### src/ordered_list_store_core_macros.svh
// ----------------------------------------------------------------------------
// Ordered list store assertion macros
// Shared assertion wrappers. With SYNTH defined they expand to nothing.
// ----------------------------------------------------------------------------
`ifndef ORDERED_LIST_STORE_CORE_MACROS_SVH
`define ORDERED_LIST_STORE_CORE_MACROS_SVH

`ifndef SYNTH

// A property that must hold at every clock edge outside reset.
`define OLS_ASSERT(lbl, clk, rst_n, prop) \
  lbl: assert property (@(posedge clk) disable iff (!rst_n) (prop)) \
    else $error("ordered list store: assertion failed");

// A condition that forces a consequence at the next clock edge.
`define OLS_ASSERT_NEXT(lbl, clk, rst_n, ante, cons) \
  lbl: assert property (@(posedge clk) disable iff (!rst_n) (ante) |=> (cons)) \
    else $error("ordered list store: assertion failed");

`else

`define OLS_ASSERT(lbl, clk, rst_n, prop)
`define OLS_ASSERT_NEXT(lbl, clk, rst_n, ante, cons)

`endif

`endif

### src/ols_pkg.sv
// ----------------------------------------------------------------------------
// Ordered list store package
// Sizes, command and status codes, and the controller/datapath interface.
// ----------------------------------------------------------------------------
`default_nettype none

package ols_pkg;

  // List capacity and derived widths.
  localparam int DEPTH   = 16;
  localparam int IDX_W   = $clog2(DEPTH);
  localparam int CNT_W   = $clog2(DEPTH + 1);
  localparam int VAL_W   = 32;
  localparam int POS_W   = 5;
  localparam int CMD_W   = 3;
  localparam int ST_W    = 3;
  localparam int CMP_W   = POS_W + CNT_W;

  // Stream payload widths.
  localparam int IN_DATA_W  = ((VAL_W + POS_W + 7) / 8) * 8;
  localparam int OUT_DATA_W = ((ST_W + VAL_W + 7) / 8) * 8;

  // Request commands.
  typedef enum logic [CMD_W-1:0] {
    CMD_PUSH_FRONT   = 3'd0,
    CMD_PUSH_BACK    = 3'd1,
    CMD_INSERT_AFTER = 3'd2,
    CMD_POP_FRONT    = 3'd3,
    CMD_POP_BACK     = 3'd4,
    CMD_DELETE_VALUE = 3'd5,
    CMD_READ_ALL     = 3'd6
  } cmd_t;

  // Result status codes.
  typedef enum logic [ST_W-1:0] {
    ST_OK        = 3'd0,
    ST_FULL      = 3'd1,
    ST_EMPTY     = 3'd2,
    ST_BAD_POS   = 3'd3,
    ST_NOT_FOUND = 3'd4
  } st_t;

  // Datapath operations issued by the controller.
  typedef enum logic [2:0] {
    DP_NOP,
    DP_LOAD,
    DP_INSERT,
    DP_REMOVE,
    DP_MATCH,
    DP_READ
  } dp_op_t;

  // Controller to datapath command.
  typedef struct packed {
    dp_op_t op;
    logic   emit;
    st_t    status;
    logic   take_entry;
    logic   last;
  } dp_cmd_t;

  // Datapath to controller status.
  typedef struct packed {
    logic [CMD_W-1:0] cmd;
    logic             full;
    logic             empty;
    logic             pos_bad;
    logic             match_any;
    logic             read_last;
    logic             out_free;
  } dp_sts_t;

endpackage

`default_nettype wire

### src/ols_dpath.sv
// ----------------------------------------------------------------------------
// Ordered list store datapath
// List cells with positional shift, entry count, parallel value compare,
// read-out index and the result output register.
// ----------------------------------------------------------------------------
`default_nettype none

`include "ordered_list_store_core_macros.svh"

module ols_dpath (
  input  wire logic                          clk,
  input  wire logic                          rst_n,
  input  wire ols_pkg::dp_cmd_t              ctl,
  output      ols_pkg::dp_sts_t              sts,
  input  wire logic [ols_pkg::CMD_W-1:0]     in_cmd,
  input  wire logic [ols_pkg::VAL_W-1:0]     in_value,
  input  wire logic [ols_pkg::POS_W-1:0]     in_pos,
  output      logic                          out_valid,
  input  wire logic                          out_ready,
  output      logic [ols_pkg::ST_W-1:0]      out_status,
  output      logic [ols_pkg::VAL_W-1:0]     out_value,
  output      logic                          out_last
);

  // Request fields held for the duration of the command.
  logic [ols_pkg::CMD_W-1:0] cmd_r;
  logic [ols_pkg::VAL_W-1:0] val_r;
  logic [ols_pkg::POS_W-1:0] pos_r;

  // List cells, entry 0 is the front.
  logic [ols_pkg::VAL_W-1:0] cell_r   [ols_pkg::DEPTH];
  logic [ols_pkg::VAL_W-1:0] cell_nxt [ols_pkg::DEPTH];

  logic [ols_pkg::CNT_W-1:0] cnt_r, cnt_nxt;
  logic [ols_pkg::IDX_W-1:0] rd_idx_r, rd_idx_nxt;
  logic [ols_pkg::DEPTH-1:0] match_r, match_nxt;

  logic [ols_pkg::IDX_W-1:0] ins_slot;
  logic [ols_pkg::IDX_W-1:0] rem_slot;
  logic [ols_pkg::IDX_W-1:0] first_idx;
  logic [ols_pkg::IDX_W-1:0] rd_addr;
  logic [ols_pkg::VAL_W-1:0] entry;

  logic                      out_valid_r;
  logic [ols_pkg::ST_W-1:0]  out_status_r;
  logic [ols_pkg::VAL_W-1:0] out_value_r;
  logic                      out_last_r;

  // Lowest matching slot wins.
  always_comb begin
    first_idx = '0;
    for (int i = ols_pkg::DEPTH - 1; i >= 0; i--) begin
      if (match_r[i]) begin
        first_idx = ols_pkg::IDX_W'(i);
      end
    end
  end

  // Slot that an insert opens.
  always_comb begin
    case (cmd_r)
      ols_pkg::CMD_PUSH_FRONT:   ins_slot = '0;
      ols_pkg::CMD_PUSH_BACK:    ins_slot = ols_pkg::IDX_W'(cnt_r);
      ols_pkg::CMD_INSERT_AFTER: ins_slot = ols_pkg::IDX_W'(pos_r);
      default:                   ins_slot = '0;
    endcase
  end

  // Slot that a removal closes.
  always_comb begin
    case (cmd_r)
      ols_pkg::CMD_POP_FRONT:    rem_slot = '0;
      ols_pkg::CMD_POP_BACK:     rem_slot = ols_pkg::IDX_W'(cnt_r - ols_pkg::CNT_W'(1));
      ols_pkg::CMD_DELETE_VALUE: rem_slot = first_idx;
      default:                   rem_slot = '0;
    endcase
  end

  // Single read port shared by removal and read-out.
  assign rd_addr = (ctl.op == ols_pkg::DP_READ) ? rd_idx_r : rem_slot;
  assign entry   = cell_r[rd_addr];

  // Cell shifting for insert and remove.
  always_comb begin
    for (int i = 0; i < ols_pkg::DEPTH; i++) begin
      cell_nxt[i] = cell_r[i];
    end
    case (ctl.op)
      ols_pkg::DP_INSERT: begin
        for (int i = 1; i < ols_pkg::DEPTH; i++) begin
          if (ols_pkg::IDX_W'(i) > ins_slot) begin
            cell_nxt[i] = cell_r[i-1];
          end
        end
        cell_nxt[ins_slot] = val_r;
      end
      ols_pkg::DP_REMOVE: begin
        for (int i = 0; i < ols_pkg::DEPTH - 1; i++) begin
          if (ols_pkg::IDX_W'(i) >= rem_slot) begin
            cell_nxt[i] = cell_r[i+1];
          end
        end
      end
      default: begin
      end
    endcase
  end

  // Count, read index and compare vector.
  always_comb begin
    cnt_nxt    = cnt_r;
    rd_idx_nxt = rd_idx_r;
    match_nxt  = match_r;
    case (ctl.op)
      ols_pkg::DP_LOAD:   rd_idx_nxt = '0;
      ols_pkg::DP_INSERT: cnt_nxt = cnt_r + ols_pkg::CNT_W'(1);
      ols_pkg::DP_REMOVE: cnt_nxt = cnt_r - ols_pkg::CNT_W'(1);
      ols_pkg::DP_READ:   rd_idx_nxt = rd_idx_r + ols_pkg::IDX_W'(1);
      ols_pkg::DP_MATCH: begin
        for (int i = 0; i < ols_pkg::DEPTH; i++) begin
          match_nxt[i] = (cell_r[i] == val_r) && (ols_pkg::CNT_W'(i) < cnt_r);
        end
      end
      default: begin
      end
    endcase
  end

  // Control registers.
  always_ff @(posedge clk) begin
    if (!rst_n) begin
      cnt_r    <= '0;
      rd_idx_r <= '0;
    end else begin
      cnt_r    <= cnt_nxt;
      rd_idx_r <= rd_idx_nxt;
    end
  end

  // Payload registers.
  always_ff @(posedge clk) begin
    match_r <= match_nxt;
    for (int i = 0; i < ols_pkg::DEPTH; i++) begin
      cell_r[i] <= cell_nxt[i];
    end
    if (ctl.op == ols_pkg::DP_LOAD) begin
      cmd_r <= in_cmd;
      val_r <= in_value;
      pos_r <= in_pos;
    end
  end

  // Result output register.
  always_ff @(posedge clk) begin
    if (!rst_n) begin
      out_valid_r <= 1'b0;
    end else if (ctl.emit) begin
      out_valid_r <= 1'b1;
    end else if (out_ready) begin
      out_valid_r <= 1'b0;
    end
  end

  always_ff @(posedge clk) begin
    if (ctl.emit) begin
      out_status_r <= ctl.status;
      out_value_r  <= ctl.take_entry ? entry : '0;
      out_last_r   <= ctl.last;
    end
  end

  assign out_valid  = out_valid_r;
  assign out_status = out_status_r;
  assign out_value  = out_value_r;
  assign out_last   = out_last_r;

  // Status toward the controller.
  always_comb begin
    sts.cmd       = cmd_r;
    sts.full      = (cnt_r == ols_pkg::CNT_W'(ols_pkg::DEPTH));
    sts.empty     = (cnt_r == '0);
    sts.pos_bad   = (pos_r == '0) ||
                    (ols_pkg::CMP_W'(pos_r) > ols_pkg::CMP_W'(cnt_r));
    sts.match_any = |match_r;
    sts.read_last = (ols_pkg::CNT_W'(rd_idx_r) == (cnt_r - ols_pkg::CNT_W'(1)));
    sts.out_free  = !out_valid_r || out_ready;
  end

  // The count never passes the capacity.
  `OLS_ASSERT(a_cnt_bound, clk, rst_n, cnt_r <= ols_pkg::CNT_W'(ols_pkg::DEPTH))
  // An insert grows the list by exactly one.
  `OLS_ASSERT_NEXT(a_ins_grow, clk, rst_n, ctl.op == ols_pkg::DP_INSERT,
    cnt_r == $past(cnt_r) + ols_pkg::CNT_W'(1))
  // A removal is only issued on a list that holds something.
  `OLS_ASSERT(a_rem_nonempty, clk, rst_n, (ctl.op != ols_pkg::DP_REMOVE) || (cnt_r != '0))

endmodule

`default_nettype wire

### src/ols_ctrl.sv
// ----------------------------------------------------------------------------
// Ordered list store controller
// Sequences each request: capture, execute, optional search or read-out,
// and issues datapath operations and result strobes.
// ----------------------------------------------------------------------------
`default_nettype none

`include "ordered_list_store_core_macros.svh"

module ols_ctrl (
  input  wire logic             clk,
  input  wire logic             rst_n,
  input  wire logic             in_valid,
  output      logic             in_ready,
  input  wire ols_pkg::dp_sts_t sts,
  output      ols_pkg::dp_cmd_t ctl
);

  typedef enum logic [1:0] {
    S_IDLE,
    S_EXEC,
    S_FIND,
    S_READ
  } state_t;

  state_t state_r, state_nxt;

  // Emit a single result with the given status.
  function automatic ols_pkg::dp_cmd_t result(input ols_pkg::dp_op_t op,
                                              input ols_pkg::st_t st,
                                              input logic take);
    ols_pkg::dp_cmd_t c;
    c.op         = op;
    c.emit       = 1'b1;
    c.status     = st;
    c.take_entry = take;
    c.last       = 1'b1;
    return c;
  endfunction

  assign in_ready = (state_r == S_IDLE);

  // Next state and datapath commands.
  always_comb begin
    state_nxt      = state_r;
    ctl.op         = ols_pkg::DP_NOP;
    ctl.emit       = 1'b0;
    ctl.status     = ols_pkg::ST_OK;
    ctl.take_entry = 1'b0;
    ctl.last       = 1'b1;
    case (state_r)
      S_IDLE: begin
        if (in_valid) begin
          ctl.op    = ols_pkg::DP_LOAD;
          state_nxt = S_EXEC;
        end
      end
      S_EXEC: begin
        case (sts.cmd)
          ols_pkg::CMD_PUSH_FRONT, ols_pkg::CMD_PUSH_BACK: begin
            if (sts.out_free) begin
              state_nxt = S_IDLE;
              if (sts.full) begin
                ctl = result(ols_pkg::DP_NOP, ols_pkg::ST_FULL, 1'b0);
              end else begin
                ctl = result(ols_pkg::DP_INSERT, ols_pkg::ST_OK, 1'b0);
              end
            end
          end
          ols_pkg::CMD_INSERT_AFTER: begin
            if (sts.out_free) begin
              state_nxt = S_IDLE;
              if (sts.full) begin
                ctl = result(ols_pkg::DP_NOP, ols_pkg::ST_FULL, 1'b0);
              end else if (sts.pos_bad) begin
                ctl = result(ols_pkg::DP_NOP, ols_pkg::ST_BAD_POS, 1'b0);
              end else begin
                ctl = result(ols_pkg::DP_INSERT, ols_pkg::ST_OK, 1'b0);
              end
            end
          end
          ols_pkg::CMD_POP_FRONT, ols_pkg::CMD_POP_BACK: begin
            if (sts.out_free) begin
              state_nxt = S_IDLE;
              if (sts.empty) begin
                ctl = result(ols_pkg::DP_NOP, ols_pkg::ST_EMPTY, 1'b0);
              end else begin
                ctl = result(ols_pkg::DP_REMOVE, ols_pkg::ST_OK, 1'b1);
              end
            end
          end
          ols_pkg::CMD_DELETE_VALUE: begin
            if (!sts.empty) begin
              ctl.op    = ols_pkg::DP_MATCH;
              state_nxt = S_FIND;
            end else if (sts.out_free) begin
              ctl       = result(ols_pkg::DP_NOP, ols_pkg::ST_EMPTY, 1'b0);
              state_nxt = S_IDLE;
            end
          end
          ols_pkg::CMD_READ_ALL: begin
            if (!sts.empty) begin
              state_nxt = S_READ;
            end else if (sts.out_free) begin
              ctl       = result(ols_pkg::DP_NOP, ols_pkg::ST_EMPTY, 1'b0);
              state_nxt = S_IDLE;
            end
          end
          default: begin
            // Unused command code: dropped without a result.
            state_nxt = S_IDLE;
          end
        endcase
      end
      S_FIND: begin
        if (sts.out_free) begin
          state_nxt = S_IDLE;
          if (sts.match_any) begin
            ctl = result(ols_pkg::DP_REMOVE, ols_pkg::ST_OK, 1'b1);
          end else begin
            ctl = result(ols_pkg::DP_NOP, ols_pkg::ST_NOT_FOUND, 1'b0);
          end
        end
      end
      S_READ: begin
        if (sts.out_free) begin
          ctl      = result(ols_pkg::DP_READ, ols_pkg::ST_OK, 1'b1);
          ctl.last = sts.read_last;
          if (sts.read_last) begin
            state_nxt = S_IDLE;
          end
        end
      end
      default: begin
        state_nxt = S_IDLE;
      end
    endcase
  end

  // State register.
  always_ff @(posedge clk) begin
    if (!rst_n) begin
      state_r <= S_IDLE;
    end else begin
      state_r <= state_nxt;
    end
  end

  // A result is only loaded when the output register can take it.
  `OLS_ASSERT(a_emit_free, clk, rst_n, !ctl.emit || sts.out_free)
  // The final read-out element returns the controller to idle.
  `OLS_ASSERT_NEXT(a_read_done, clk, rst_n,
    (state_r == S_READ) && ctl.emit && ctl.last, state_r == S_IDLE)

endmodule

`default_nettype wire

### src/ordered_list_store_core.sv
// Sequencing: an accepted request is captured, then executed; the result is loaded
// into the output register once it is free. Delete by value first registers a
// compare vector; read all emits the elements in order via the single list read
// port. A new request is taken only after the last result of the previous one.
// Reset: synchronous, active low; clears the entry count, controller and output
// valid. List contents are left as they are.
// ----------------------------------------------------------------------------
// Ordered list store core
// Bounded ordered list of signed 32-bit values with front/back/positional
// insert, front/back/by-value delete and in-order read-out.
// ----------------------------------------------------------------------------
`default_nettype none

module ordered_list_store_core (
  input  wire logic                               clk,
  input  wire logic                               rst_n,
  input  wire logic                               in_tvalid,
  output      logic                               in_tready,
  // item_value [31:0], position [36:32], zero fill above
  input  wire logic [ols_pkg::IN_DATA_W-1:0]      in_tdata,
  // command [2:0]
  input  wire logic [ols_pkg::CMD_W-1:0]          in_tuser,
  output      logic                               out_tvalid,
  input  wire logic                               out_tready,
  // status [2:0], result_value [34:3], zero fill above
  output      logic [ols_pkg::OUT_DATA_W-1:0]     out_tdata,
  output      logic                               out_tlast
);

  ols_pkg::dp_cmd_t ctl;
  ols_pkg::dp_sts_t sts;

  logic [ols_pkg::ST_W-1:0]  out_status;
  logic [ols_pkg::VAL_W-1:0] out_value;

  ols_ctrl u_ctrl (
    .clk      (clk),
    .rst_n    (rst_n),
    .in_valid (in_tvalid),
    .in_ready (in_tready),
    .sts      (sts),
    .ctl      (ctl)
  );

  ols_dpath u_dpath (
    .clk        (clk),
    .rst_n      (rst_n),
    .ctl        (ctl),
    .sts        (sts),
    .in_cmd     (in_tuser),
    .in_value   (in_tdata[ols_pkg::VAL_W-1:0]),
    .in_pos     (in_tdata[ols_pkg::VAL_W +: ols_pkg::POS_W]),
    .out_valid  (out_tvalid),
    .out_ready  (out_tready),
    .out_status (out_status),
    .out_value  (out_value),
    .out_last   (out_tlast)
  );

  // Pack the result fields, status in the low bits.
  assign out_tdata = ols_pkg::OUT_DATA_W'({out_value, out_status});

endmodule

`default_nettype wire

### config.mk
export PLATFORM = sky130hd
export DESIGN_NAME = ordered_list_store_core
export DESIGN_NICKNAME = d
export VERILOG_FILES = /design/src/ols_pkg.sv /design/src/ols_dpath.sv /design/src/ols_ctrl.sv /design/src/ordered_list_store_core.sv
export VERILOG_INCLUDE_DIRS = /design/src /design/src/src
export SDC_FILE = /design/constraint.sdc
export NUM_CORES = 2
export LEC_CHECK = 0
export ABC_AREA = 0
export ABC_CLOCK_PERIOD_IN_PS = 11000
export BUFFER_PORTS_ARGS = -buffer_cell sky130_fd_sc_hd__buf_2
export CORE_ASPECT_RATIO = 1.4
export CORE_MARGIN = 2
export CORE_UTILIZATION = 60
export DETAILED_ROUTE_END_ITERATION = 7
export PLACE_DENSITY = 0.84
export SETUP_SLACK_MARGIN = 0.3
export SLEW_MARGIN = 20
export SYNTH_ARGS = -nofsm -noshare
export SYNTH_HDL_FRONTEND = slang
export SYNTH_SLANG_ARGS = --single-unit
### constraint.sdc
create_clock -name clk -period 11 [get_ports clk]
set_clock_uncertainty 0.15 [all_clocks]
set_input_delay 1.65 -clock clk [delete_from_list [all_inputs] [get_ports clk]]
set_output_delay 1.65 -clock clk [all_outputs]
set_load 0.02 [all_outputs]
==> impl_metrics.ini <==
[floorplanning]
die_x_um = 221
start_util_pct = 60.5
num_rows = 111
dieArea_mm2 = 0.0679
boundaryPins = 90
core_mm2 = 0.0653
die_h_um = 308

[yosys]
synth.top_cell.area_share_pct = 45.9
netlist.top_cell.by_area = edfxtp_1
ys.flop_type = edfxtp_1
syn-cell-area_mm2 = 0.0395
ys_seq_elements = 616
yosysUniqueCellTypes = 79
seq_area_frac_synth_pct = 46.5
synth_edf_count = 604
syn-instance-count = 4322
yosys-top-cells-area = edfxtp_1 (46%), a221oi_1 (7.9%), nor2_1 (7.5%)
ys_warn_count = 0
avgSynthCellArea_um2 = 9.14
ys_async_sr_fraction_pct = 0
yosys-top-cells-count = nor2_1 (790), nand2_1 (648), edfxtp_1 (604)
yosysMostFrequentCell = nor2_1

[worst_setup_path]
criticalPathCategory = in -> reg
endpoint_kind = flip-flop
critical_path_arrival_ps = 5970
worst-path-max-fanout = 56
crit_required_ps = 11090
startpoint_type = input port

[hold_path]
min_path_type = reg -> reg

[status]
status = complete, but fails checks
violations = DRC

[global_route]
grt_pass1_vias = 32900
grt_max_degree = 211
track_usage_pct = 43.1
antenna_found_initial = 5
globalRouteOverflowTotal = 0
grt_pass1_wl_um = 219000

[sta]
max_slew_margin_pct = 12.8
hold_ws_ps = 487
fmax_ghz = 0.170
slew_violations = 0
setup_ws_ps = 5120
rsz0062_at_grt = no
hold_viol = 0
post-route-period-util_pct = 53.4
setup_violations = 0
worst_slew_pin_slew_ps = 1300
finalCriticalPeriod_ps = 5880
finalSetupTns_ps = 0

[route]
drc = 6
num_vias = 36000
drtAntennaViolNets = 0
first_iter_violations = 7803
drt_wl_total_um = 150000
drt-vias-per-instance = 7.13
wl_per_cell_um = 29.7
dr.pass1.iters = 8

[clocking]
clock_latency_ps = 640
ctsHoldBuffers = 0
cts_root_buf = clkbuf_16
numCtsBuffers = 66
clk_pin_slew_ps = 60
cts_buffer_depth = 3
cts_tree = built
h-tree-depth = 3
post_cts_buffers = 0
cts_resized = 0
clock_sinks = 616

[pwr]
ir_drop_uv = 142
power_per_cell_area_mw_per_mm2 = 133
leakagePower_nw = 15.2
power.total_mw = 5.63

[placement]
dpl.hpwl_um = 102000
globalplace.congestion = 1.00
dp_slack_ps = 4610
io_buffers = 81

[job]
cap_violations = 0

[finish]
syn2layout_area_growth_pct = 7.47
fin_nets = 4207
drive_gt1_share_pct = 9.21
==> through the flow <==
stage          cell area, um2  utilization, %  instances
2_1_floorplan           39500               -       4326
3_3_place_gp            40300            61.7       4926
3_5_place_dp            40300            61.7       4927
4_1_cts                 42300            64.8       5045
5_1_grt                 42500            65.0       5048
6_report                42500            65.0       5050
==> report_power, final <==
part           leakage, nW  switching, mW  internal [mW]
combinational         8.62          0.506          0.216
clock                0.983          0.989           1.20
sequential            5.62         0.0694           2.65
==> kinds of logic after synthesis <==
kind of cell | count (synthesis) | synth area share (%)
buf+inv | 480 | 5.12
xor+xnor | 515 | 11.4
fa+ha+maj | 9 | 0.285
compound gates | 678 | 13.7
flops | 616 | 46.5
other cells | 1 | 0.00949
mux | 62 | 1.66
simple gates | 1961 | 21.3
==> placed cells by master, fill, tap and decap left out, drive strengths merged, types with 8 or more instances in the layout <==
master	Yosys	layout
inv	51	52
a221oi	357	357
o22ai	9	9
nor2	790	790
o211ai	8	8
nor4	79	79
edfxtp	604	604
xnor2	272	272
o21ai	61	61
a21oi	30	30
clkbuf	342	83
nand4	137	137
a31oi	101	101
mux2i	34	34
dfxtp	12	12
ha	9	9
clkinv	0	29
xor2	243	243
nand3	242	242
mux2	28	28
nor2b	12	12
nand2	648	648
a22o	32	32
a222oi	32	32
nor3	13	13
buf	86	185
==> worst max-delay path: stages <==
cell and delay [ps]:
buf_2 100, nor2b_1 640, nor3_1 230, a2bb2oi_4 170, buf_4 570, nand2_1 590
nand2_1 300, nand2b_1 290, nand2b_1 430, nor2_4 890
==> metal layers <==
metal	GRT usage, %	up-vias	wire (um)
met5	0	-	19
met4	38.2	4	16700
met3	7.73	622	18000
met2	65.1	3243	65900
met1	53.2	16800	49600
li1	-	15400	-
==> layout make-up <==
type                    instances  area (um2)
multi-input cells            3230       19500
repair buffers                186        1280
clock buffers                  82        1820
fillers                      5412       22800
flip-flops and latches        616       18400
clock inverters                36         201
inverters                      51         191
well taps                     847        1060
diodes                          2        5.00
==> flip-flops by register name, summed over array words and instances, names as in the netlist <==
| signal | flops |
|---|---|
| u_dpath.match_r | 16 |
| u_dpath.cmd_r | 3 |
| u_dpath.rd_idx_r | 4 |
| u_ctrl.state_r | 2 |
| u_dpath.out_valid | 1 |
| u_dpath.out_status | 3 |
| u_dpath.cnt_r | 5 |
| u_dpath.pos_r | 5 |
| u_dpath.out_value | 32 |
| u_dpath.val_r | 32 |
| u_dpath.out_last | 1 |
| u_dpath.cell_r | 512 |
==> worst paths after layout <==
check	from	to	slack [ps]	depth (start not counted)
hold reg to reg	u_dpath.cell_r[0][1]	u_dpath.cell_r[1][1]	490	2
setup reg to reg	u_dpath.cnt_r[1]	u_dpath.cell_r[0][21]	5270	11
hold / removal	u_dpath.cell_r[0][1]	u_dpath.cell_r[1][1]	490	2
setup / recovery	out_tready	u_dpath.cell_r[0][21]	5120	10
(Power assumes the default switching activity.)
